`src/bcc_pkg.sv`:
```
// ----------------------------------------------------------------------------
// Buffer cache package
// Shared sizes, operation codes, datapath actions and controller status.
// ----------------------------------------------------------------------------
`timescale 1ns / 1ps
`default_nettype none

package bcc_pkg;

   localparam int ENTRIES  = 64;
   localparam int IDX_W    = $clog2(ENTRIES);
   localparam int PIN_BITS = 6;
   localparam int SECTOR_W = 32;

   localparam logic [IDX_W-1:0]    IDX_LAST = IDX_W'(ENTRIES - 1);
   localparam logic [PIN_BITS-1:0] PIN_MAX  = '1;

   localparam logic [2:0] COST_DIRTY    = 3'd2;
   localparam logic [2:0] COST_ACCESSED = 3'd4;
   localparam logic [3:0] COST_LIMIT    = 4'd8;

   localparam logic [1:0] OP_GET     = 2'd0;
   localparam logic [1:0] OP_RELEASE = 2'd1;
   localparam logic [1:0] OP_FLUSH   = 2'd2;
   localparam logic [1:0] OP_SPARE   = 2'd3;

   typedef enum logic [3:0] {
      ACT_NOP,
      ACT_LOAD,
      ACT_RD_IDX,
      ACT_RD_HAND,
      ACT_RD_BEST,
      ACT_RD_ENTRY,
      ACT_H_CHK,
      ACT_S_CHK,
      ACT_V_WR,
      ACT_R_DO,
      ACT_F_CHK,
      ACT_F_END
   } act_type;

   typedef struct packed {
      logic match;
      logic idx_last;
      logic sweep_stop;
      logic have_next;
      logic out_free;
   } status_type;

endpackage

`default_nettype wire

```
`src/bcc_datapath.sv`:
```
// ----------------------------------------------------------------------------
// Buffer cache datapath
// Tag and pin memories, entry flags, clock hand, flush holding word and the
// result register.
// ----------------------------------------------------------------------------
`timescale 1ns / 1ps
`default_nettype none

module bcc_datapath (
   input  wire                   clock,
   input  wire                   reset,
   input  bcc_pkg::act_type      act,
   input  wire  [39:0]           req_tdata,
   output bcc_pkg::status_type   status,
   output logic                  rsp_tvalid,
   input  wire                   rsp_tready,
   output logic [47:0]           rsp_tdata,
   output logic                  rsp_tlast
);

   localparam int IW = bcc_pkg::IDX_W;
   localparam int PW = bcc_pkg::PIN_BITS;
   localparam int SW = bcc_pkg::SECTOR_W;

   logic [SW-1:0] tag_mem [bcc_pkg::ENTRIES];
   logic [PW-1:0] pin_mem [bcc_pkg::ENTRIES];

   logic [SW-1:0] sector_ff;
   logic          zero_ff;
   logic [IW-1:0] entry_ff;
   logic          setd_ff;

   logic [bcc_pkg::ENTRIES-1:0] valid_ff, dirty_ff, acc_ff;
   logic [IW-1:0] idx_ff, hand_ff, start_ff, best_ff;
   logic [3:0]    min_cost_ff;
   logic          have_ff;
   logic [SW-1:0] rd_tag_ff;
   logic [PW-1:0] rd_pin_ff;
   logic          pend_valid_ff;
   logic [IW-1:0] pend_slot_ff;
   logic [SW-1:0] pend_tag_ff;

   logic          rsp_valid_ff;
   logic [IW-1:0] rsp_slot_ff;
   logic          rsp_status_ff, rsp_hit_ff, rsp_wb_ff, rsp_fill_ff, rsp_last_ff;
   logic [SW-1:0] rsp_wbs_ff;

   logic          rd_en;
   logic [IW-1:0] rd_addr;
   logic          match, pin_full, idx_last, out_free;
   logic [PW-1:0] cur_pin, rel_pin;
   logic [2:0]    cost;
   logic          take, found, stop, have_next, rel_ok, f_dirty, wb_old;
   logic [IW-1:0] hand_in;

   logic          emit, e_status, e_hit, e_wb, e_fill, e_last;
   logic [IW-1:0] e_slot;
   logic [SW-1:0] e_wbs;
   logic          pin_we;
   logic [IW-1:0] pin_wa;
   logic [PW-1:0] pin_wd;

   always_comb begin
      rd_en   = 1'b1;
      rd_addr = idx_ff;
      case (act)
         bcc_pkg::ACT_RD_IDX:   rd_addr = idx_ff;
         bcc_pkg::ACT_RD_HAND:  rd_addr = hand_ff;
         bcc_pkg::ACT_RD_BEST:  rd_addr = best_ff;
         bcc_pkg::ACT_RD_ENTRY: rd_addr = entry_ff;
         default:               rd_en   = 1'b0;
      endcase
   end

   assign match     = valid_ff[idx_ff] && (rd_tag_ff == sector_ff);
   assign pin_full  = (rd_pin_ff == bcc_pkg::PIN_MAX);
   assign idx_last  = (idx_ff == bcc_pkg::IDX_LAST);
   assign out_free  = !rsp_valid_ff || rsp_tready;
   assign cur_pin   = valid_ff[hand_ff] ? rd_pin_ff : '0;
   assign cost      = (dirty_ff[hand_ff] ? bcc_pkg::COST_DIRTY : 3'd0)
                    + (acc_ff[hand_ff] ? bcc_pkg::COST_ACCESSED : 3'd0);
   assign take      = (cur_pin == '0) && ({1'b0, cost} < min_cost_ff);
   assign found     = take && !acc_ff[hand_ff];
   assign hand_in   = (hand_ff == bcc_pkg::IDX_LAST) ? '0 : hand_ff + IW'(1);
   assign stop      = found || (hand_in == start_ff);
   assign have_next = have_ff || take;
   assign rel_pin   = valid_ff[entry_ff] ? rd_pin_ff : '0;
   assign rel_ok    = (rel_pin != '0);
   assign f_dirty   = valid_ff[idx_ff] && dirty_ff[idx_ff];
   assign wb_old    = valid_ff[best_ff] && dirty_ff[best_ff];

   assign status = '{match: match, idx_last: idx_last, sweep_stop: stop,
                     have_next: have_next, out_free: out_free};

   always_comb begin
      emit     = 1'b0;
      e_slot   = '0;
      e_status = 1'b0;
      e_hit    = 1'b0;
      e_wb     = 1'b0;
      e_wbs    = '0;
      e_fill   = 1'b0;
      e_last   = 1'b0;
      pin_we   = 1'b0;
      pin_wa   = idx_ff;
      pin_wd   = rd_pin_ff + PW'(1);
      case (act)
         bcc_pkg::ACT_H_CHK: begin
            if (match) begin
               emit     = 1'b1;
               e_slot   = idx_ff;
               e_status = pin_full;
               e_hit    = 1'b1;
               e_last   = 1'b1;
               pin_we   = !pin_full;
            end
         end
         bcc_pkg::ACT_S_CHK: begin
            if (stop && !have_next) begin
               emit     = 1'b1;
               e_status = 1'b1;
               e_last   = 1'b1;
            end
         end
         bcc_pkg::ACT_V_WR: begin
            emit   = 1'b1;
            e_slot = best_ff;
            e_wb   = wb_old;
            e_wbs  = wb_old ? rd_tag_ff : '0;
            e_fill = !zero_ff;
            e_last = 1'b1;
            pin_we = 1'b1;
            pin_wa = best_ff;
            pin_wd = PW'(1);
         end
         bcc_pkg::ACT_R_DO: begin
            pin_we = rel_ok;
            pin_wa = entry_ff;
            pin_wd = rel_pin - PW'(1);
         end
         bcc_pkg::ACT_F_CHK: begin
            if (f_dirty && pend_valid_ff) begin
               emit   = 1'b1;
               e_slot = pend_slot_ff;
               e_wb   = 1'b1;
               e_wbs  = pend_tag_ff;
            end
         end
         bcc_pkg::ACT_F_END: begin
            emit   = 1'b1;
            e_last = 1'b1;
            if (pend_valid_ff) begin
               e_slot = pend_slot_ff;
               e_wb   = 1'b1;
               e_wbs  = pend_tag_ff;
            end
         end
         default: begin
         end
      endcase
   end

   always_ff @(posedge clock) begin
      if (reset) begin
         valid_ff      <= '0;
         dirty_ff      <= '0;
         acc_ff        <= '0;
         idx_ff        <= '0;
         hand_ff       <= '0;
         min_cost_ff   <= bcc_pkg::COST_LIMIT;
         have_ff       <= 1'b0;
         pend_valid_ff <= 1'b0;
         rsp_valid_ff  <= 1'b0;
      end else begin
         if (emit) begin
            rsp_valid_ff <= 1'b1;
         end else if (rsp_tready) begin
            rsp_valid_ff <= 1'b0;
         end
         case (act)
            bcc_pkg::ACT_LOAD: begin
               idx_ff        <= '0;
               pend_valid_ff <= 1'b0;
            end
            bcc_pkg::ACT_H_CHK: begin
               if (match) begin
                  if (!pin_full) begin
                     acc_ff[idx_ff] <= 1'b1;
                  end
               end else if (idx_last) begin
                  have_ff     <= 1'b0;
                  min_cost_ff <= bcc_pkg::COST_LIMIT;
               end else begin
                  idx_ff <= idx_ff + IW'(1);
               end
            end
            bcc_pkg::ACT_S_CHK: begin
               if (take) begin
                  have_ff     <= 1'b1;
                  min_cost_ff <= {1'b0, cost};
               end else begin
                  acc_ff[hand_ff] <= 1'b0;
               end
               hand_ff <= hand_in;
            end
            bcc_pkg::ACT_V_WR: begin
               valid_ff[best_ff] <= 1'b1;
               dirty_ff[best_ff] <= 1'b0;
               acc_ff[best_ff]   <= 1'b1;
            end
            bcc_pkg::ACT_R_DO: begin
               if (rel_ok && setd_ff) begin
                  dirty_ff[entry_ff] <= 1'b1;
               end
            end
            bcc_pkg::ACT_F_CHK: begin
               if (f_dirty) begin
                  dirty_ff[idx_ff] <= 1'b0;
                  pend_valid_ff    <= 1'b1;
               end
               idx_ff <= idx_ff + IW'(1);
            end
            default: begin
            end
         endcase
      end
   end

   always_ff @(posedge clock) begin
      if (act == bcc_pkg::ACT_LOAD) begin
         sector_ff <= req_tdata[31:0];
         zero_ff   <= req_tdata[32];
         entry_ff  <= req_tdata[38:33];
         setd_ff   <= req_tdata[39];
      end
      if (act == bcc_pkg::ACT_H_CHK && !match && idx_last) begin
         start_ff <= hand_ff;
      end
      if (act == bcc_pkg::ACT_S_CHK && take) begin
         best_ff <= hand_ff;
      end
      if (act == bcc_pkg::ACT_F_CHK && f_dirty) begin
         pend_slot_ff <= idx_ff;
         pend_tag_ff  <= rd_tag_ff;
      end
      if (rd_en) begin
         rd_tag_ff <= tag_mem[rd_addr];
         rd_pin_ff <= pin_mem[rd_addr];
      end
      if (act == bcc_pkg::ACT_V_WR) begin
         tag_mem[best_ff] <= sector_ff;
      end
      if (pin_we) begin
         pin_mem[pin_wa] <= pin_wd;
      end
      if (emit) begin
         rsp_slot_ff   <= e_slot;
         rsp_status_ff <= e_status;
         rsp_hit_ff    <= e_hit;
         rsp_wb_ff     <= e_wb;
         rsp_wbs_ff    <= e_wbs;
         rsp_fill_ff   <= e_fill;
         rsp_last_ff   <= e_last;
      end
   end

   assign rsp_tvalid = rsp_valid_ff;
   assign rsp_tlast  = rsp_last_ff;
   assign rsp_tdata  = {6'b0, rsp_fill_ff, rsp_wbs_ff, rsp_wb_ff, rsp_hit_ff,
                        rsp_status_ff, rsp_slot_ff};

   // A new word is only loaded when the result register is free.
   a_emit_free: assert property (@(posedge clock) disable iff (reset)
      emit |-> out_free)
      else $error("result word overwritten");

   // A victim fill leaves its entry valid.
   a_fill_valid: assert property (@(posedge clock) disable iff (reset)
      (act == bcc_pkg::ACT_V_WR) |=> valid_ff[best_ff])
      else $error("filled entry not valid");

   // A sweep that finds no victim ends with the hand back at its start.
   a_sweep_wrap: assert property (@(posedge clock) disable iff (reset)
      (act == bcc_pkg::ACT_S_CHK && stop && !have_next) |=> (hand_ff == start_ff))
      else $error("clock hand not back at start");

endmodule

`default_nettype wire

```
`src/bcc_controller.sv`:
```
// ----------------------------------------------------------------------------
// Buffer cache controller
// Sequences lookup, clock sweep, victim fill, release and flush.
// ----------------------------------------------------------------------------
`timescale 1ns / 1ps
`default_nettype none

module bcc_controller (
   input  wire                  clock,
   input  wire                  reset,
   input  wire                  req_tvalid,
   output logic                 req_tready,
   input  wire  [1:0]           req_tuser,
   input  bcc_pkg::status_type  status,
   output bcc_pkg::act_type     act
);

   typedef enum logic [3:0] {
      S_IDLE, S_H_RD, S_H_CHK, S_S_RD, S_S_CHK, S_V_RD, S_V_WR,
      S_R_RD, S_R_DO, S_F_RD, S_F_CHK, S_F_END
   } state_type;

   state_type state_ff, state_in;
   logic      ready_ff;

   always_comb begin
      state_in = state_ff;
      act      = bcc_pkg::ACT_NOP;
      case (state_ff)
         S_IDLE: begin
            if (req_tvalid && ready_ff) begin
               act = bcc_pkg::ACT_LOAD;
               case (req_tuser)
                  bcc_pkg::OP_GET:     state_in = S_H_RD;
                  bcc_pkg::OP_RELEASE: state_in = S_R_RD;
                  bcc_pkg::OP_FLUSH:   state_in = S_F_RD;
                  default:             state_in = S_IDLE;
               endcase
            end
         end
         S_H_RD: begin
            act      = bcc_pkg::ACT_RD_IDX;
            state_in = S_H_CHK;
         end
         S_H_CHK: begin
            if (status.out_free) begin
               act = bcc_pkg::ACT_H_CHK;
               if (status.match) begin
                  state_in = S_IDLE;
               end else if (status.idx_last) begin
                  state_in = S_S_RD;
               end else begin
                  state_in = S_H_RD;
               end
            end
         end
         S_S_RD: begin
            act      = bcc_pkg::ACT_RD_HAND;
            state_in = S_S_CHK;
         end
         S_S_CHK: begin
            if (status.out_free) begin
               act = bcc_pkg::ACT_S_CHK;
               if (!status.sweep_stop) begin
                  state_in = S_S_RD;
               end else if (status.have_next) begin
                  state_in = S_V_RD;
               end else begin
                  state_in = S_IDLE;
               end
            end
         end
         S_V_RD: begin
            act      = bcc_pkg::ACT_RD_BEST;
            state_in = S_V_WR;
         end
         S_V_WR: begin
            if (status.out_free) begin
               act      = bcc_pkg::ACT_V_WR;
               state_in = S_IDLE;
            end
         end
         S_R_RD: begin
            act      = bcc_pkg::ACT_RD_ENTRY;
            state_in = S_R_DO;
         end
         S_R_DO: begin
            act      = bcc_pkg::ACT_R_DO;
            state_in = S_IDLE;
         end
         S_F_RD: begin
            act      = bcc_pkg::ACT_RD_IDX;
            state_in = S_F_CHK;
         end
         S_F_CHK: begin
            if (status.out_free) begin
               act      = bcc_pkg::ACT_F_CHK;
               state_in = status.idx_last ? S_F_END : S_F_RD;
            end
         end
         S_F_END: begin
            if (status.out_free) begin
               act      = bcc_pkg::ACT_F_END;
               state_in = S_IDLE;
            end
         end
         default: state_in = S_IDLE;
      endcase
   end

   always_ff @(posedge clock) begin
      if (reset) begin
         state_ff <= S_IDLE;
         ready_ff <= 1'b1;
      end else begin
         state_ff <= state_in;
         ready_ff <= (state_in == S_IDLE);
      end
   end

   assign req_tready = ready_ff;

   // A word is only taken while the controller is idle.
   a_ready_idle: assert property (@(posedge clock) disable iff (reset)
      ready_ff |-> (state_ff == S_IDLE))
      else $error("ready outside idle");

   // A taken get, release or flush drops ready on the following cycle.
   a_busy_after: assert property (@(posedge clock) disable iff (reset)
      (req_tvalid && req_tready && req_tuser != bcc_pkg::OP_SPARE) |=> !req_tready)
      else $error("ready held after a word was taken");

   // A release is back in idle in the cycle after its pin update state.
   a_release_done: assert property (@(posedge clock) disable iff (reset)
      (state_ff == S_R_DO) |=> (state_ff == S_IDLE))
      else $error("release did not finish");

endmodule

`default_nettype wire

```
`src/buffer_cache_clock_replacement.sv`:
```
// ----------------------------------------------------------------------------
// Buffer cache clock replacement
// Tag and second-chance replacement controller for a sector buffer cache.
// ----------------------------------------------------------------------------
// Channel  Ports   tdata fields (low bit up)                          tuser / tlast
// request  req_*   sector[31:0] zero_fill entry[5:0] set_dirty          op[1:0] / -
// result   rsp_*   slot[5:0] status hit writeback writeback_sector fill_read
//                                                                         - / last
// A get checks the tags in turn; on a miss it sweeps the clock hand and fills the chosen
// victim. A release reads the entry, then updates its pin; a flush walks every entry.
// Each check works on a registered read of the tag and pin memories.
// Reset is synchronous and clears the entry flags and the clock hand; the tag and pin memories are not cleared.
// A stalled result holds the sequencer before each step that emits a word; a new word is taken while a result waits.
// ----------------------------------------------------------------------------
`timescale 1ns / 1ps
`default_nettype none

module buffer_cache_clock_replacement (
   input  wire         clock,
   input  wire         reset,
   input  wire         req_tvalid,
   output logic        req_tready,
   input  wire  [39:0] req_tdata,   // sector, zero_fill, entry, set_dirty
   input  wire  [1:0]  req_tuser,   // op
   output logic        rsp_tvalid,
   input  wire         rsp_tready,
   output logic [47:0] rsp_tdata,   // slot, status, hit, writeback, writeback_sector, fill_read
   output logic        rsp_tlast
);

   bcc_pkg::act_type    act;
   bcc_pkg::status_type status;

   bcc_controller u_ctrl (
      .clock      (clock),
      .reset      (reset),
      .req_tvalid (req_tvalid),
      .req_tready (req_tready),
      .req_tuser  (req_tuser),
      .status     (status),
      .act        (act)
   );

   bcc_datapath u_dp (
      .clock      (clock),
      .reset      (reset),
      .act        (act),
      .req_tdata  (req_tdata),
      .status     (status),
      .rsp_tvalid (rsp_tvalid),
      .rsp_tready (rsp_tready),
      .rsp_tdata  (rsp_tdata),
      .rsp_tlast  (rsp_tlast)
   );

endmodule

`default_nettype wire
```
`config.mk`:
```
export PLATFORM = sky130hd
export DESIGN_NAME = buffer_cache_clock_replacement
export DESIGN_NICKNAME = d
export VERILOG_FILES = /design/src/bcc_pkg.sv /design/src/bcc_datapath.sv /design/src/bcc_controller.sv /design/src/buffer_cache_clock_replacement.sv
export SDC_FILE = /design/constraint.sdc
export NUM_CORES = 2
export LEC_CHECK = 0
export BUFFER_PORTS_ARGS = -buffer_cell sky130_fd_sc_hd__buf_2
export CAP_MARGIN = 5
export CORE_MARGIN = 1
export CORE_UTILIZATION = 51
export DETAILED_ROUTE_END_ITERATION = 16
export PLACE_DENSITY = 0.65
export SYNTH_ARGS = -nofsm -noshare
export SYNTH_HDL_FRONTEND = slang
export SYNTH_SLANG_ARGS = --single-unit
```
`constraint.sdc`:
```
create_clock -name clock -period 21.1 [get_ports clock]
set_input_delay 1.055 -clock clock [delete_from_list [all_inputs] [get_ports clock]]
set_output_delay 1.055 -clock clock [all_outputs]
set_load 0.1 [all_outputs]
```
==> impl_metrics.toml <==
[global_routing]
grt_pass1_wl_mm = 467
track_usage_pct = 27.2
grt_overflow = 0
grt_pass1_vias = 66400
grt_antenna_before_repair = 6
grt_max_degree = 130

[clock_tree]
htreeDepth = 5
cts_setup_buffers = 0
cts.sink_count = 2818
ctsRootBufferMaster = "clkbuf_16"
cts.hold.buffers_added = 0
clk_pin_slew_ns = 0.06
cts_tree = "yes"
clockBufferDepth = 4
cts_buffers = 306
cts.repair.resized = 0
clk_latency_ns = 0.93

[sta]
worst_pin_slew_ns = 1.37
clock_skew_ns = 0.0842
clock.fmax_mhz = 128
slew_viol_final = 0
rsz0062_at_grt = "no"
setup_viol = 0
post-route-min-period_ns = 7.78
hold_ws_ns = 0.302
hold_viol_final = 0
timing.final.crit_share_pct = 36.9
timing.final.ws_setup_ns = 13.32
setup_tns_ns = 0
max_slew_margin_pct = 8.54

[hold_path]
min_path_cells = 1
min_from = "req_tdata[7]"
hold_path.class = "input pin to flop"
whs_endpoint = "u_dp.sector_ff[7]$_DFFE_PP_"

[floorplanning]
die_area_um2 = 237000
initial_core_util_pct = 51.4
die_height_um = 487
row_count = 177
core_area_um2 = 233000
io_pins = 97
die_x_um = 487

[power_and_ir_drop]
cellLeakagePower_nw = 39.0
ir_drop_uv = 149
total_power_mw = 15.6
power_density_nw_per_um2 = 117

[critical_path]
start_kind = "flop"
critPathArrivalTime_ns = 8.40
rrSetupSlack_ns = 13.32
path_cells = "nand2b_1, nor2_1, o22a_4, buf_4, buf_12, buf_4, buf_12, mux2i_1, mux2i_1, mux2i_1, mux2i_1, mux2i_1, mux2i_1"
worstPathMaxFanout = 129
cp-end-kind = "flop"
rr_worst_depth = 13
crit-reg2reg-launch = "u_ctrl.state_ff[0]$_SDFF_PP0_"
slowest_delay_ns = 0.87
crit_top_cell = "mux2i_1"
critPathKind = "flop to flop"
worstPathRequired_ns = 21.72
r2r_end = "u_dp.rd_tag_ff[11]$_DFFE_PP_"
slowest_stage = "buf_4"

[finish]
final_net_count = 7596
final_area_um2 = 133000
fin_util_pct = 57.2
drive_gt1_share_pct = 11.5
fin_cells = 10900
area_growth_pct = 11.4

[detailed_routing]
vias = 67900
route.detailed.drc = 0
ant_nets = 0
drt_iter0_markers = 7625
dr.pass1.iters = 11
viasPerCell = 6.23
totalWireLength_mm = 328
wl_per_cell_um = 30.1

[logic_synthesis]
yosys_register_bits = 2818
synth_edf_count = 2603
yosysMostFrequentCell = "edfxtp_1"
synth_area_um2 = 120000
syn_area_per_cell_um2 = 16.1
synthFlopType = "edfxtp_1"
synth_top_area_share_pct = 65.2
synth_common_cells = "edfxtp_1 (2603), mux2i_1 (2443), nor2_1 (379)"
netlist_top_cells_area = "edfxtp_1 (65%), mux2i_1 (20%), dfxtp_1 (3.6%), nor2_1 (1.2%), buf_2 (1.0%)"
netlist_instances = 7444
synth_warnings = 0
ys_seq_area_share_pct = 68.8
synth_cell_types = 83
synth_top_area_cell = "edfxtp_1"
synthArstFlopShare_pct = 0

[place]
place_area_um2 = 124000
place_inst = 10400
dp_worst_setup_slack_ns = 13.38
gp_congestion = 0.932
dp_hpwl_mm = 180
io_buffers = 90

[job]
timing.max_cap.violations = 0

[outcome]
status = "finished, final reports clean"
## kinds of logic after synthesis
family                     count (synthesis)  share of synthesized area, %
and+or+nand+nor                          793                          3.12
xor gates and xnor gates                  43                         0.314
other                                      1                       0.00313
muxes                                   2503                          21.4
AOI/OAI and AO/OA                        749                          4.35
buffers and inverters                    532                          2.00
DFF                                     2818                          68.8
adders and majority gates                  5                        0.0522
## layout by cell type (no fill, tap or decap), types with 61 or more instances in the layout
cell type | netlist | final
a211oi_1 | 62 | 62
a21oi_1 | 146 | 145
a22oi_1 | 78 | 78
buf_2 | 249 | 89
buf_4 | 24 | 196
clkbuf_16 | 0 | 315
clkinv_1 | 1 | 64
clkinv_2 | 0 | 61
dfxtp_1 | 215 | 209
edfxtp_1 | 2603 | 2603
mux2i_1 | 2443 | 2443
nand2_1 | 92 | 89
nand3_1 | 91 | 91
nor2_1 | 379 | 312
nor2_4 | 0 | 65
o21ai_0 | 94 | 93
o31ai_1 | 127 | 127
## how the worst max path moves through the flow
stage                                    to  slack (ns)                           from
2_1_floorplan  u_dp.pin_mem[0][3]$_DFFE_PP_       11.98     u_dp.entry_ff[0]$_DFFE_PP_
3_3_place_gp   u_dp.rd_tag_ff[11]$_DFFE_PP_       13.56  u_ctrl.state_ff[0]$_SDFF_PP0_
3_5_place_dp   u_dp.rd_tag_ff[15]$_DFFE_PP_       13.38  u_ctrl.state_ff[0]$_SDFF_PP0_
4_1_cts        u_dp.rd_tag_ff[12]$_DFFE_PP_       13.41  u_ctrl.state_ff[0]$_SDFF_PP0_
5_1_grt        u_dp.rd_tag_ff[15]$_DFFE_PP_       12.99  u_ctrl.state_ff[0]$_SDFF_PP0_
6_report       u_dp.rd_tag_ff[11]$_DFFE_PP_       13.32  u_ctrl.state_ff[0]$_SDFF_PP0_
## final cells by class
type | instances | area (um2)
Fill cell | 17900 | 99700
Sequential cell | 2818 | 82500
Multi-Input combinational cell | 4099 | 35700
Clock buffer | 375 | 8140
Tap cell | 3132 | 3920
Timing Repair Buffer | 294 | 2090
Clock inverter | 153 | 1060
Inverter | 26 | 98.8
Antenna cell | 6 | 15.0
## worst max-delay path: cells and delay by family, from the launching register on
| family | cells | cell delay [ns] |
|---|---|---|
| AO/OA/AOI/OAI | 1 | 0.81 |
| multiplexers | 6 | 1.58 |
| flip-flops | 1 | 0.62 |
| buffers and inverters | 4 | 3.05 |
| AND/OR/NAND/NOR | 2 | 0.89 |
## routing by layer
metal	global-route usage, %	routed length (um)	part of all wire, %	vias up
met5	0	0	0	-
met4	10.7	13400	4.1	0
met3	4.25	24100	7.3	779
met2	43.5	154000	47	3081
met1	37.4	137000	42	34700
li1	-	-	-	29400
## registers in the layout, summed over array words and instances (netlist names), 32 cells and up
register / flops
u_dp.acc_ff: 64
u_dp.dirty_ff: 64
u_dp.pend_tag_ff: 32
u_dp.pin_mem: 384
u_dp.rd_tag_ff: 32
u_dp.rsp_wbs_ff: 32
u_dp.sector_ff: 32
u_dp.tag_mem: 2048
u_dp.valid_ff: 64
## power by group
group	switching [mW]	leakage, nW	total, mW	internal [mW]
Sequential	0.109	25.2	6.78	6.67
Clock	2.11	4.51	4.99	2.87
Combinational	2.52	9.23	3.85	1.33
Note: power is estimated with default switching activity, not from simulation.
